`config.mk`:
```
export PLATFORM = sky130hd
export DESIGN_NAME = register_bitmap_allocator_with_spill_unit
export DESIGN_NICKNAME = d
export VERILOG_FILES = /design/src/rtl/core/rbas_pkg.sv /design/src/rtl/core/register_bitmap_allocator_with_spill_unit.sv /design/src/rtl/core/rbas_pick.sv /design/src/rtl/core/rbas_step.sv
export SDC_FILE = /design/constraint.sdc
export NUM_CORES = 1
export LEC_CHECK = 0
export BUFFER_PORTS_ARGS = -buffer_cell sky130_fd_sc_hd__buf_2
export CORE_MARGIN = 8
export CORE_UTILIZATION = 50
export CTS_BUF_LIST = sky130_fd_sc_hd__clkbuf_8 sky130_fd_sc_hd__clkbuf_16
export CTS_CLUSTER_DIAMETER = 150
export CTS_CLUSTER_SIZE = 28
export DETAILED_ROUTE_END_ITERATION = 10
export HOLD_SLACK_MARGIN = 0.15
export PLACE_DENSITY = 0.78
export SLEW_MARGIN = 20
export SYNTH_ARGS = -nofsm -noshare
export SYNTH_HDL_FRONTEND = slang
export SYNTH_SLANG_ARGS = --single-unit
```
`constraint.sdc`:
```
create_clock -name clk -period 6.1 [get_ports clk]
set_clock_uncertainty 0.15 [all_clocks]
set_input_delay 0.305 -clock clk [delete_from_list [all_inputs] [get_ports clk]]
set_output_delay 0.305 -clock clk [all_outputs]
set_load 0.01 [all_outputs]
```
`src/rtl/core/rbas_pkg.sv`:
```
package rbas_pkg;

    localparam int MAP_W   = 16;
    localparam int REG_W   = 4;
    localparam int CNT_W   = 5;
    localparam int SPILL_W = 8;
    localparam int SPILL_MAX = 255;

    typedef enum logic [1:0] {
        MODE_ALLOC = 2'd0,
        MODE_FREE  = 2'd1,
        MODE_CHECK = 2'd2
    } mode_t;

    localparam logic [1:0] KIND_PLAIN = 2'd0;
    localparam logic [1:0] KIND_STACK = 2'd1;

    typedef enum logic [2:0] {
        ST_OK        = 3'd0,
        ST_NO_FREE   = 3'd1,
        ST_BAD_KIND  = 3'd2,
        ST_BAD_DEPTH = 3'd3,
        ST_MISMATCH  = 3'd4,
        ST_OVERFLOW  = 3'd5
    } status_t;

    typedef struct packed {
        logic [1:0]         mode;
        logic [REG_W-1:0]   reg_num;
        logic               pick_any;
        logic               alloc_empty;
        logic [1:0]         alloc_kind;
        logic [SPILL_W-1:0] alloc_depth;
        logic [CNT_W-1:0]   expect_allocated;
        logic [SPILL_W-1:0] expect_spilled;
    } item_t;

    typedef struct packed {
        logic [MAP_W-1:0]   alloc_map;
        logic [CNT_W-1:0]   alloc_count;
        logic [SPILL_W-1:0] spill_count;
        logic [SPILL_W-1:0] spill_level;
    } state_t;

    typedef struct packed {
        status_t            status;
        logic [REG_W-1:0]   granted_reg;
        logic               push_emit;
        logic [SPILL_W-1:0] granted_depth;
        logic               pop_emit;
        state_t             after;
    } result_t;

endpackage

```
`src/rtl/core/register_bitmap_allocator_with_spill_unit.sv`:
```
// register bitmap allocator with stack spill
// input channel (in_valid/in_ready) takes one request word: allocate, free or
// count check. output channel (out_valid/out_ready) returns one result word per
// request, in order, with the bitmap and counts as they stand after it.
// cfg_valid/cfg_ready/cfg_data writes the reserved-register mask; cfg_ready is
// always high. The user makes writes only while no request is in flight;
// the block does not enforce this. An accepted word waits in the request
// register until the result register is free, then its result moves there.
// throughput: one word per cycle while out_ready is high; the request
// register, the single pass of search and update logic and the result
// register set this, with the bitmap and counters updated as the word moves
// into the result register. When out_ready is low the result holds and the
// request register fills, then in_ready drops until the result is taken.
// reset: both registers empty, bitmap and counts zero, reserved mask 0x0030
// (registers 4 and 5).
module register_bitmap_allocator_with_spill_unit #(
    parameter int NUM_REGS        = 16,
    parameter int MAX_SPILL_DEPTH = 255
) (
    input  logic        clk,
    input  logic        rst_n,
    input  logic        cfg_valid,
    output logic        cfg_ready,
    input  logic [15:0] cfg_data,
    input  logic        in_valid,
    output logic        in_ready,
    input  logic [1:0]  mode,
    input  logic [3:0]  reg_num,
    input  logic        pick_any,
    input  logic        alloc_empty,
    input  logic [1:0]  alloc_kind,
    input  logic [7:0]  alloc_depth,
    input  logic [4:0]  expect_allocated,
    input  logic [7:0]  expect_spilled,
    output logic        out_valid,
    input  logic        out_ready,
    output logic [2:0]  status,
    output logic [3:0]  granted_reg,
    output logic        push_emit,
    output logic [7:0]  granted_depth,
    output logic        pop_emit,
    output logic [15:0] map_now,
    output logic [4:0]  allocated_now,
    output logic [7:0]  spilled_now
);
    import rbas_pkg::*;

    localparam int REG_LIMIT   = (NUM_REGS < MAP_W) ? NUM_REGS : MAP_W;
    localparam int DEPTH_LIMIT = (MAX_SPILL_DEPTH < SPILL_MAX) ? MAX_SPILL_DEPTH : SPILL_MAX;
    localparam logic [MAP_W:0]     LIMIT_ONES  = (MAP_W + 1)'((1 << REG_LIMIT) - 1);
    localparam logic [MAP_W-1:0]   SEARCH_MASK = LIMIT_ONES[MAP_W-1:0] & ~MAP_W'(1);
    localparam logic [CNT_W-1:0]   REG_LIMIT_C   = CNT_W'(REG_LIMIT);
    localparam logic [SPILL_W-1:0] DEPTH_LIMIT_C = SPILL_W'(DEPTH_LIMIT);

    logic             stage_valid_reg;
    logic             stage_valid_next;
    logic             out_valid_reg;
    logic             out_valid_next;
    logic [MAP_W-1:0] reserved_reg;
    item_t            item_reg;
    item_t            item_in;
    state_t           state_reg;
    result_t          result_reg;
    result_t          result_next;
    logic             in_fire;
    logic             advance;

    assign cfg_ready = 1'b1;

    always_comb
    begin
        item_in.mode             = mode;
        item_in.reg_num          = reg_num;
        item_in.pick_any         = pick_any;
        item_in.alloc_empty      = alloc_empty;
        item_in.alloc_kind       = alloc_kind;
        item_in.alloc_depth      = alloc_depth;
        item_in.expect_allocated = expect_allocated;
        item_in.expect_spilled   = expect_spilled;
    end

    assign advance  = stage_valid_reg && (!out_valid_reg || out_ready);
    assign in_ready = !stage_valid_reg || advance;
    assign in_fire  = in_valid && in_ready;

    always_comb
    begin
        stage_valid_next = stage_valid_reg;
        if (in_fire)
        begin
            stage_valid_next = 1'b1;
        end
        else if (advance)
        begin
            stage_valid_next = 1'b0;
        end
        out_valid_next = out_valid_reg;
        if (advance)
        begin
            out_valid_next = 1'b1;
        end
        else if (out_ready)
        begin
            out_valid_next = 1'b0;
        end
    end

    rbas_step u_step (
        .item        (item_reg),
        .st          (state_reg),
        .reserved    (reserved_reg),
        .search_mask (SEARCH_MASK),
        .reg_limit   (REG_LIMIT_C),
        .depth_limit (DEPTH_LIMIT_C),
        .res         (result_next)
    );

    always_ff @(posedge clk or negedge rst_n)
    begin
        if (!rst_n)
        begin
            stage_valid_reg <= 1'b0;
            out_valid_reg   <= 1'b0;
            reserved_reg    <= 16'h0030;
            state_reg       <= '0;
        end
        else
        begin
            stage_valid_reg <= stage_valid_next;
            out_valid_reg   <= out_valid_next;
            if (cfg_valid && cfg_ready)
            begin
                reserved_reg <= cfg_data;
            end
            if (advance)
            begin
                state_reg <= result_next.after;
            end
        end
    end

    always_ff @(posedge clk)
    begin
        if (in_fire)
        begin
            item_reg <= item_in;
        end
        if (advance)
        begin
            result_reg <= result_next;
        end
    end

    assign out_valid     = out_valid_reg;
    assign status        = result_reg.status;
    assign granted_reg   = result_reg.granted_reg;
    assign push_emit     = result_reg.push_emit;
    assign granted_depth = result_reg.granted_depth;
    assign pop_emit      = result_reg.pop_emit;
    assign map_now       = result_reg.after.alloc_map;
    assign allocated_now = result_reg.after.alloc_count;
    assign spilled_now   = result_reg.after.spill_count;

    // a count only rises when a map bit is set, so it never passes the map
    a_count_le_map: assert property (@(posedge clk) disable iff (!rst_n)
        state_reg.alloc_count <= CNT_W'($countones(state_reg.alloc_map)))
        else $error("allocated count above map population");

    // pushes and pops move the stack depth and the spilled count together
    a_spill_in_step: assert property (@(posedge clk) disable iff (!rst_n)
        state_reg.spill_level == state_reg.spill_count)
        else $error("spill depth and spilled count apart");

    a_push_pop_excl: assert property (@(posedge clk) disable iff (!rst_n)
        out_valid_reg |-> !(result_reg.push_emit && result_reg.pop_emit))
        else $error("push and pop in one result");

    a_state_hold: assert property (@(posedge clk) disable iff (!rst_n)
        !advance |=> $stable(state_reg))
        else $error("allocator state changed without a word moving");

endmodule

```
`src/rtl/core/rbas_pick.sv`:
```
module rbas_pick (
    input  logic [rbas_pkg::MAP_W-1:0] alloc_map,
    input  logic [rbas_pkg::MAP_W-1:0] reserved,
    input  logic [rbas_pkg::MAP_W-1:0] search_mask,
    output logic                       found,
    output logic [rbas_pkg::REG_W-1:0] pick_reg
);
    import rbas_pkg::*;

    localparam int NIBBLES = MAP_W / 4;

    logic [MAP_W-1:0]   cand;
    logic [NIBBLES-1:0] nib_any;
    logic [1:0]         nib_pos [NIBBLES];

    function automatic logic [1:0] top_bit4(input logic [3:0] v);
        logic [1:0] pos;
        if (v[3])
        begin
            pos = 2'd3;
        end
        else if (v[2])
        begin
            pos = 2'd2;
        end
        else if (v[1])
        begin
            pos = 2'd1;
        end
        else
        begin
            pos = 2'd0;
        end
        return pos;
    endfunction

    // free, not reserved, within the searchable range (never register 0)
    assign cand = ~alloc_map & ~reserved & search_mask;

    always_comb
    begin
        for (int n = 0; n < NIBBLES; n++)
        begin
            nib_any[n] = |cand[4*n +: 4];
            nib_pos[n] = top_bit4(cand[4*n +: 4]);
        end
    end

    always_comb
    begin
        found = |cand;
        priority if (nib_any[3])
        begin
            pick_reg = {2'd3, nib_pos[3]};
        end
        else if (nib_any[2])
        begin
            pick_reg = {2'd2, nib_pos[2]};
        end
        else if (nib_any[1])
        begin
            pick_reg = {2'd1, nib_pos[1]};
        end
        else
        begin
            pick_reg = {2'd0, nib_pos[0]};
        end
    end

endmodule

```
`src/rtl/core/rbas_step.sv`:
```
module rbas_step (
    input  rbas_pkg::item_t              item,
    input  rbas_pkg::state_t             st,
    input  logic [rbas_pkg::MAP_W-1:0]   reserved,
    input  logic [rbas_pkg::MAP_W-1:0]   search_mask,
    input  logic [rbas_pkg::CNT_W-1:0]   reg_limit,
    input  logic [rbas_pkg::SPILL_W-1:0] depth_limit,
    output rbas_pkg::result_t            res
);
    import rbas_pkg::*;

    logic             pick_found;
    logic [REG_W-1:0] pick_reg;
    logic             found;
    logic [REG_W-1:0] sel;
    state_t           nxt;

    rbas_pick u_pick (
        .alloc_map   (st.alloc_map),
        .reserved    (reserved),
        .search_mask (search_mask),
        .found       (pick_found),
        .pick_reg    (pick_reg)
    );

    always_comb
    begin
        found = item.pick_any ? pick_found : ({1'b0, item.reg_num} < reg_limit);
        sel   = item.pick_any ? pick_reg : item.reg_num;
    end

    always_comb
    begin
        nxt               = st;
        res.status        = ST_OK;
        res.granted_reg   = '0;
        res.push_emit     = 1'b0;
        res.granted_depth = '0;
        res.pop_emit      = 1'b0;
        unique case (item.mode)
            MODE_ALLOC:
            begin
                if (!found)
                begin
                    res.status = ST_NO_FREE;
                end
                else if (st.alloc_map[sel])
                begin
                    // taken: spill to the stack unless it is full
                    if (st.spill_level >= depth_limit || st.spill_count == {SPILL_W{1'b1}})
                    begin
                        res.status = ST_OVERFLOW;
                    end
                    else
                    begin
                        nxt.spill_level   = st.spill_level + 1'b1;
                        nxt.spill_count   = st.spill_count + 1'b1;
                        res.granted_reg   = sel;
                        res.push_emit     = 1'b1;
                        res.granted_depth = st.spill_level + 1'b1;
                    end
                end
                else
                begin
                    nxt.alloc_map = st.alloc_map | (MAP_W'(1) << sel);
                    if (st.alloc_count != {CNT_W{1'b1}})
                    begin
                        nxt.alloc_count = st.alloc_count + 1'b1;
                    end
                    res.granted_reg = sel;
                end
            end
            MODE_FREE:
            begin
                if (item.alloc_empty)
                begin
                    nxt = st;
                end
                else if (item.alloc_kind != KIND_PLAIN && item.alloc_kind != KIND_STACK)
                begin
                    res.status = ST_BAD_KIND;
                end
                else if (item.alloc_kind == KIND_STACK)
                begin
                    if (item.alloc_depth != st.spill_level)
                    begin
                        res.status = ST_BAD_DEPTH;
                    end
                    else
                    begin
                        res.pop_emit = 1'b1;
                        if (st.spill_count != '0)
                        begin
                            nxt.spill_count = st.spill_count - 1'b1;
                        end
                        if (st.spill_level != '0)
                        begin
                            nxt.spill_level = st.spill_level - 1'b1;
                        end
                    end
                end
                else
                begin
                    nxt.alloc_map = st.alloc_map & ~(MAP_W'(1) << item.reg_num);
                    if (st.alloc_count != '0)
                    begin
                        nxt.alloc_count = st.alloc_count - 1'b1;
                    end
                end
            end
            MODE_CHECK:
            begin
                if (st.alloc_count != item.expect_allocated
                    || st.spill_count != item.expect_spilled)
                begin
                    res.status = ST_MISMATCH;
                end
            end
            default:
            begin
                nxt = st;
            end
        endcase
        res.after = nxt;
    end

endmodule
```
## After elaboration in Yosys (flattened, before gate mapping)

Index checks and enable logic that the tools add are counted.

| word-level totals | value |
|---|---|
| bits in registers | 132 |

| operators by class | value |
|---|---|
| add/sub/neg operators | 6 |
| order comparisons | 3 |
| equality and inequality tests | 17 |
| shift operators | 2 |
| mux-type cells | 49 |
| bitwise operators | 11 |
| reduce and logical (&&, ||, !) cells | 26 |

Operator list:

| kind | count |
|---|---|
| $mux W37 | 3 |
| $pmux W37 S2 | 1 |
| $mux W16 | 4 |
| $not A16 Y16 | 3 |
| $mux W21 | 2 |
| $and A16 B16 Y16 | 2 |
| $shl A1 B4 Y16 const A | 2 |
| $mux W3 | 8 |
| $reduce_or A4 Y1 | 5 |
| $mux W2 | 9 |
| $add A8 B1 Y8 const B | 2 |
| $mux W4 | 4 |
| $mux W8 | 2 |
| $ne A8 B8 Y1 | 2 |
| $or A16 B16 Y16 | 1 |
| $reduce_bool A8 Y1 | 2 |
| $sub A8 B1 Y8 const B | 2 |
| $reduce_or A15 Y1 | 1 |
| $mux W13 | 1 |
| $mux W1 | 11 |
| $lt A4 B5 Y1 const B | 2 |
| $mux W5 | 2 |
| $ne A2 B1 Y1 const B | 5 |
| $reduce_and A10 Y1 | 1 |
| other kinds (20) | 37 |

## Logic depth before layout (Yosys ltp)

| depth | value |
|---|---|
| depth in word-level cells | 14 |
| mapped depth | 14 |

## Cells and area by module

A second synthesis with hierarchy kept.

| second synthesis, totals | value |
|---|---|
| cell total of the unflattened synthesis | 665 |
| area total of the unflattened synthesis | 7400.8 µm² |

Modules (own cells, without submodules):

| module | instances | cells an instance | area each (µm²) | seq. area each (µm²) |
|---|---|---|---|---|
| register_bitmap_allocator_with_spill_unit | 1 | 201 | 4464.3 | 3691.0 |
| rbas_step | 1 | 423 | 2647.5 | 0.0 |
| rbas_pick | 1 | 41 | 289.0 | 0.0 |

## Least setup slack after synthesis

No wires, ideal clock.

| timing | value |
|---|---|
| kind | reg2reg |
| start point | register reserved_reg[5] |
| end point | register state_reg[15] (netlist name) |
| library setup time | 81 ps |
| arrival | 2810 ps |
| setup slack | 3060 ps |
| stages on the path, launching flop included | 11 |
| buffers on the path | 0 |
| clock period less this slack | 3040 ps |
| cells stage by stage | dfstp_2 > nor2_1 > nor4b_4 > nor2_1 > o21ai_4 > a211oi_1 > o32ai_2 > o21ai_2 > or3_4 > or4_4 > o211ai_2 |

| on the way | value |
|---|---|
| word-level cells in the longest chain between the ends | 14 |

Ends and longest elaborated chain:

| element | RTL line | source |
|---|---|---|
| start, declared | register_bitmap_allocator_with_spill_unit.sv:59 | `logic [MAP_W-1:0] reserved_reg;` |
| start signal, assigned | register_bitmap_allocator_with_spill_unit.sv:133 | `reserved_reg <= cfg_data;` |
| $not A16 Y16 (*) | rbas_pick.sv:38 | `assign cand = ~alloc_map & ~reserved & search_mask;` |
| $and A16 B16 Y16 (*) | rbas_pick.sv:38 |  |
| $mux W1 | rbas_pick.sv:26 | `else if (v[1])` |
| $mux W2 | rbas_pick.sv:22 | `else if (v[2])` |
| $mux W2 | rbas_pick.sv:18 | `if (v[3])` |
| $mux W3 | rbas_pick.sv:60 | `else if (nib_any[1])` |
| $mux W4 | rbas_pick.sv:56 | `else if (nib_any[2])` |
| $mux W4 | rbas_pick.sv:52 | `priority if (nib_any[3])` |
| $mux W4 | rbas_step.sv:29 | `sel = item.pick_any ? pick_reg : item.reg_num;` |
| $bmux W1 S4 | rbas_step.sv:47 | `else if (st.alloc_map[sel])` |
| $mux W1 (implied by the code) | rbas_step.sv:47 |  |
| $mux W16 | rbas_step.sv:47 |  |
| $mux W37 (*) | rbas_step.sv:43 | `if (!found)` |
| $pmux W37 S2 (*) | rbas_step.sv:40 | `unique case (item.mode)` |
| end signal, assigned | register_bitmap_allocator_with_spill_unit.sv:137 | `state_reg <= result_next.after;` |
| end, declared | register_bitmap_allocator_with_spill_unit.sv:62 | `state_t state_reg;` |

Mark *: on every way between the ends. The rest lies on a longest branch, timed or not. The select of a mux whose other input is x is not followed.
A chain may end at the register's enable or synchronous reset.

## Worst setup path after layout

| timing | value |
|---|---|
| start point | register state_reg[0] (netlist name) |
| end point | register state_reg[5] (netlist name) |

| on the way | value |
|---|---|
| word-level cells in the longest chain between the ends | 7 |

Ends and longest elaborated chain:

| element | RTL line | source |
|---|---|---|
| $sub A8 B1 Y8 | rbas_step.sv:98 | `nxt.spill_level = st.spill_level - 1'b1;` |
| $mux W8 | rbas_step.sv:96 | `if (st.spill_level != '0)` |
| $mux W16 | rbas_step.sv:85 | `if (item.alloc_depth != st.spill_level)` |
| $mux W16 | rbas_step.sv:83 | `else if (item.alloc_kind == KIND_STACK)` |
| $mux W37 | rbas_step.sv:79 | `else if (item.alloc_kind != KIND_PLAIN && item.alloc_kind != KIND_STACK)` |
| $mux W37 | rbas_step.sv:75 | `if (item.alloc_empty)` |
| $pmux W37 S2 | rbas_step.sv:40 |  |

Several ways; a longest one is shown, not always the timed one. The select of a mux whose other input is x is not followed.

==> metrics.md <==
| Metric | Value |
|---|---|
| Avg WL per Cell | 19.2 um |
| CTS Buffer Depth | 2 |
| Smallest setup slack after layout | 1910 ps |
| Slowest cell on the critical path | a21oi_1 |
| Top cell type's share of synthesized area | 33.1% |
| Sequential share of power | 42.1% |
| Total power | 3.21 mW |
| R2R depth | 10 |
| Switch Pwr | 1.13 mW |
| TritonCTS sink count | 131 |
| Worst EP required | 6240 ps |
| Via density | 6.01 |
| HPWL Detailed | 12.8 mm |
| Die height | 134 um |
| Final setup viols | 0 |
| Final Hold Violating Endpoints | 0 |
| Final hold slack | approximately 220 ps |
| Reg2Reg Launch Point | state_reg[0] |
| Pre-CTS WS | 2050 ps |
| Setup crit end kind | flop |
| Die Span X | 134 um |
| Simple-Gate Fraction of Synth Area | approximately 17% |
| ANT nets after route | 0 |
| Leak pwr | ~3.4 nW |
| Largest cells by area after synthesis | edfxtp_1, dfrtp_1, o21ai_0 |
| Slew @ Worst Pin | 941 ps |
| Row count | 43 |
| Placed instance area | 7560 sq um |
| Max FFs per register | 37 |
| # DRC | 0 |
| I/O Buffers | 98 |
| Synth-to-Final Area Change | 24.0% |
| Multiplexer area fraction after synthesis | 3.87% |
| Sw Share | about a third |
| Netlist cell types | 73 |
| Synth Cell Area | approximately 7000 sq um |
| Outcome | finished, final reports clean |
| CTS H-tree depth | 4 |
| Worst min path class | primary input to flop |
| Root Buffer | clkbuf_16 |
| Avg Cell Area, Syn | 10.3 sq um |
| Hold worst-path end | reserved_reg[15] |
| Post-route cell area | 8650 sq um |
| Yosys reg bits | about 130 |
| Hold Path Depth | 2 |
| Worst stage delay on the critical path | 810 ps |
| Setup TNS Final | 0 ps |
| Reg2reg end | state_reg[5] |
| Fin nets | 870 |
| Gr usage total | a little over a fifth |
| FF+latch area | roughly 3700 sq um |
| Fmax | ~240 MHz |
| Fill cells | between 1000 and 1500 |
| Setup CP Type | flop to flop |
| Main combinational cell family by area after synthesis | compound AO/OA/AOI/OAI gates |
| Initial antenna violation count | 0 |
| WL final | 19.2 mm |
| Synth Flop Type | edfxtp_1 |
| Share of layout cells above drive strength 1 | 21.4% |
| Io pins | 101 |
| Fin crit period | between 4000 and 5000 ps |
| Syn nets | about 740 |
| Die ar. | 18000 sq um |
| Combinational power share | a little over a quarter |
| Share of synthesized registers carrying an async set or reset | 41.2% |
| Top cell by count, worst path | and3_1 |
| Final period util | 68.6% |
| R2R setup slack | 1910 ps |
| Global route total overflow | 0 |
| Clock Power Share | 31.6% |
| Synthesized instance count | 678 |
| Starting DRT DRC Count | 640 |
| TritonCTS clock tree | yes |
| Synth Area in XOR/XNOR | 4.64% |
| Syn. warnings | 0 |
| Starting Density | 50.7% |
| Via count | 6030 |
| Clk Latency, worst-skew pair | 430 ps |
| Pre-Repair DR Iteration Count | 5 |
| EDFF count, synth | 77 |
| Internal cell power | 2.08 mW |
| Crit-path cells | ha_1 -> and3_1 -> and3_1 -> a31oi_1 -> nand2_1 -> nor2_1 -> o211ai_1 -> a21oi_1 -> o221ai_1 -> xnor2_1 |
| Synth Area in Adders | under 10% |
| Gpl congestion | 0.925 |
| Pwr Density | 371 nW/um^2 |
| Hold_sp | cfg_valid |
| Cts bufs inserted | 17 |
| Slew margin rel. | 36.9% |
| CP Launch Type | flop |
| Max-Cap Viols | 0 |
| Area of the multi-input gates | just over 3000 sq um |
| Largest area contributor in the netlist | edfxtp_1 |
| VDD IR max | 0.262 mV |
| Critical Path AT | 4330 ps |
| Setup Fix Bufs, Post-CTS | 0 |
| Largest net degree at the start of global routing | 64 |
| Compound-Gate Fraction of Synth Area | 17.6% |
| CP Max Fanout | 12 |
| Final Slew Violations | 0 |
| Post-synthesis sequential area ratio | approximately 53% |
| Number of global-route vias before repair | 6067 |
| Unrepaired setup endpoints after global routing | false |
| First-pass GRT wire length | 30.9 mm |
| # diodes | 0 |
| Clock transition at path regs | 70 ps |
| Core Region | around 14000 sq um |
==> through the flow <==
| stage | utilization [%] | cells |
|---|---|---|
| 2_1_floorplan | - | 678 |
| 3_3_place_gp | 54.9 | 921 |
| 3_5_place_dp | 54.9 | 921 |
| 4_1_cts | 62.8 | 1003 |
| 5_1_grt | 62.8 | 1003 |
| 6_report | 62.8 | 1003 |
==> cells in the final DEF, fill, tap and decap left out, drive strengths merged, types with 5 or more instances in the layout <==
cell           n
buf          101
o21ai         79
edfxtp        77
nor2          71
nand2         57
dfrtp         52
dlygate4sd3   50
a21oi         32
xnor2         23
inv           20
nand3         18
clkbuf        17
mux2          16
xor2          14
nor3          14
nand2b        13
and3          12
nand4          9
mux2i          9
o211ai         9
ha             8
o22ai          8
clkinv         8
a22o           7
or2            7
and2           6
or3            6
nand3b         5
a31oi          5
nor4           5
o32ai          5
==> area by class of cell <==
| cell class | count | share of cell area, % |
|---|---|---|
| clock inverters | 15 | 1.87 |
| inverters | 16 | 0.694 |
| flip-flops and latches | 131 | 42.4 |
| multi-input cells | 493 | 35.8 |
| repair buffers | 151 | 11.7 |
| well taps | 180 | 2.60 |
| clock buffers | 17 | 4.92 |
==> critical path, delay by kind of cell, from the launching register on <==
kind                     cells  cell delay, ps
XOR/XNOR                     1             190
AND/OR/NAND/NOR              4             990
AO/OA/AOI/OAI                4            1940
flip-flops                   1             490
adder cells (fa/ha/maj)      1             280
==> per-layer routing <==
metal	global-route usage [%]	vias to the layer above	routed length, um
li1	-	2772	-
met1	26.0	2914	7720
met2	36.1	301	9590
met3	5.42	43	1450
met4	10.2	0	467
met5	0	-	0
==> Yosys cell counts (3+ instances only) <==
cell type and number:
o221a_2 4, or3_1 5, or2_2 5, o21ai_0 73
a31oi_1 5, mux2_2 16, a22o_1 7, o31ai_1 3
or4_1 3, and3_1 12, buf_2 5, nor3_1 14
o31a_1 4, o211ai_1 8, clkbuf_1 29, o21ai_1 4
xnor2_1 23, nand2b_1 13, nor2_1 71, a221oi_1 3
and2_1 6, buf_1 3, nand2_1 56, nand3_1 18
inv_1 14, nor4_1 5, a211oi_1 4, nand4_1 9
edfxtp_1 77, nand3b_1 5, o22ai_1 6, o32ai_1 4
a21oi_1 31, xor2_1 14, o221ai_1 3, dfrtp_1 52
mux2i_1 9, o22a_1 4, ha_1 8
==> cells by family after synthesis <==
family                     Yosys count
AOI/OAI and AO/OA                  186
xor gates and xnor gates            37
adders and majority gates            8
buffers and inverters               54
DFF                                131
muxes                               25
other                                1
and+or+nand+nor                    236
==> power by group through the flow <==
stage	sequential, mW	combinational (mW)	clock (mW)
final	1.35	0.848	1.01
after global routing	1.37	0.935	1.07
after CTS	1.34	0.839	1.02
after detailed placement	1.35	0.805	0
after global placement	1.35	0.774	0
after floorplan	1.25	0.647	0
==> worst max-delay path by stage <==
stage / startpoint / endpoint / slack [ps] / cells past startpoint
floorplan: reserved_reg[5] / state_reg[15] / 3060 / 10
global placement: state_reg[0] / state_reg[5] / 2220 / 10
detailed placement: state_reg[0] / state_reg[5] / 2050 / 10
CTS: state_reg[0] / state_reg[5] / 2010 / 10
global route: state_reg[0] / state_reg[5] / 1740 / 10
finish: state_reg[0] / state_reg[5] / 1910 / 10
==> timing repair <==
| action | in CTS | in global routing |
|---|---|---|
| hold endpoints to repair | 100 | 0 |
| hold buffers | 50 | 0 |
| resized for setup | 0 | 0 |
No activity file was read; power rests on OpenSTA's default activity.
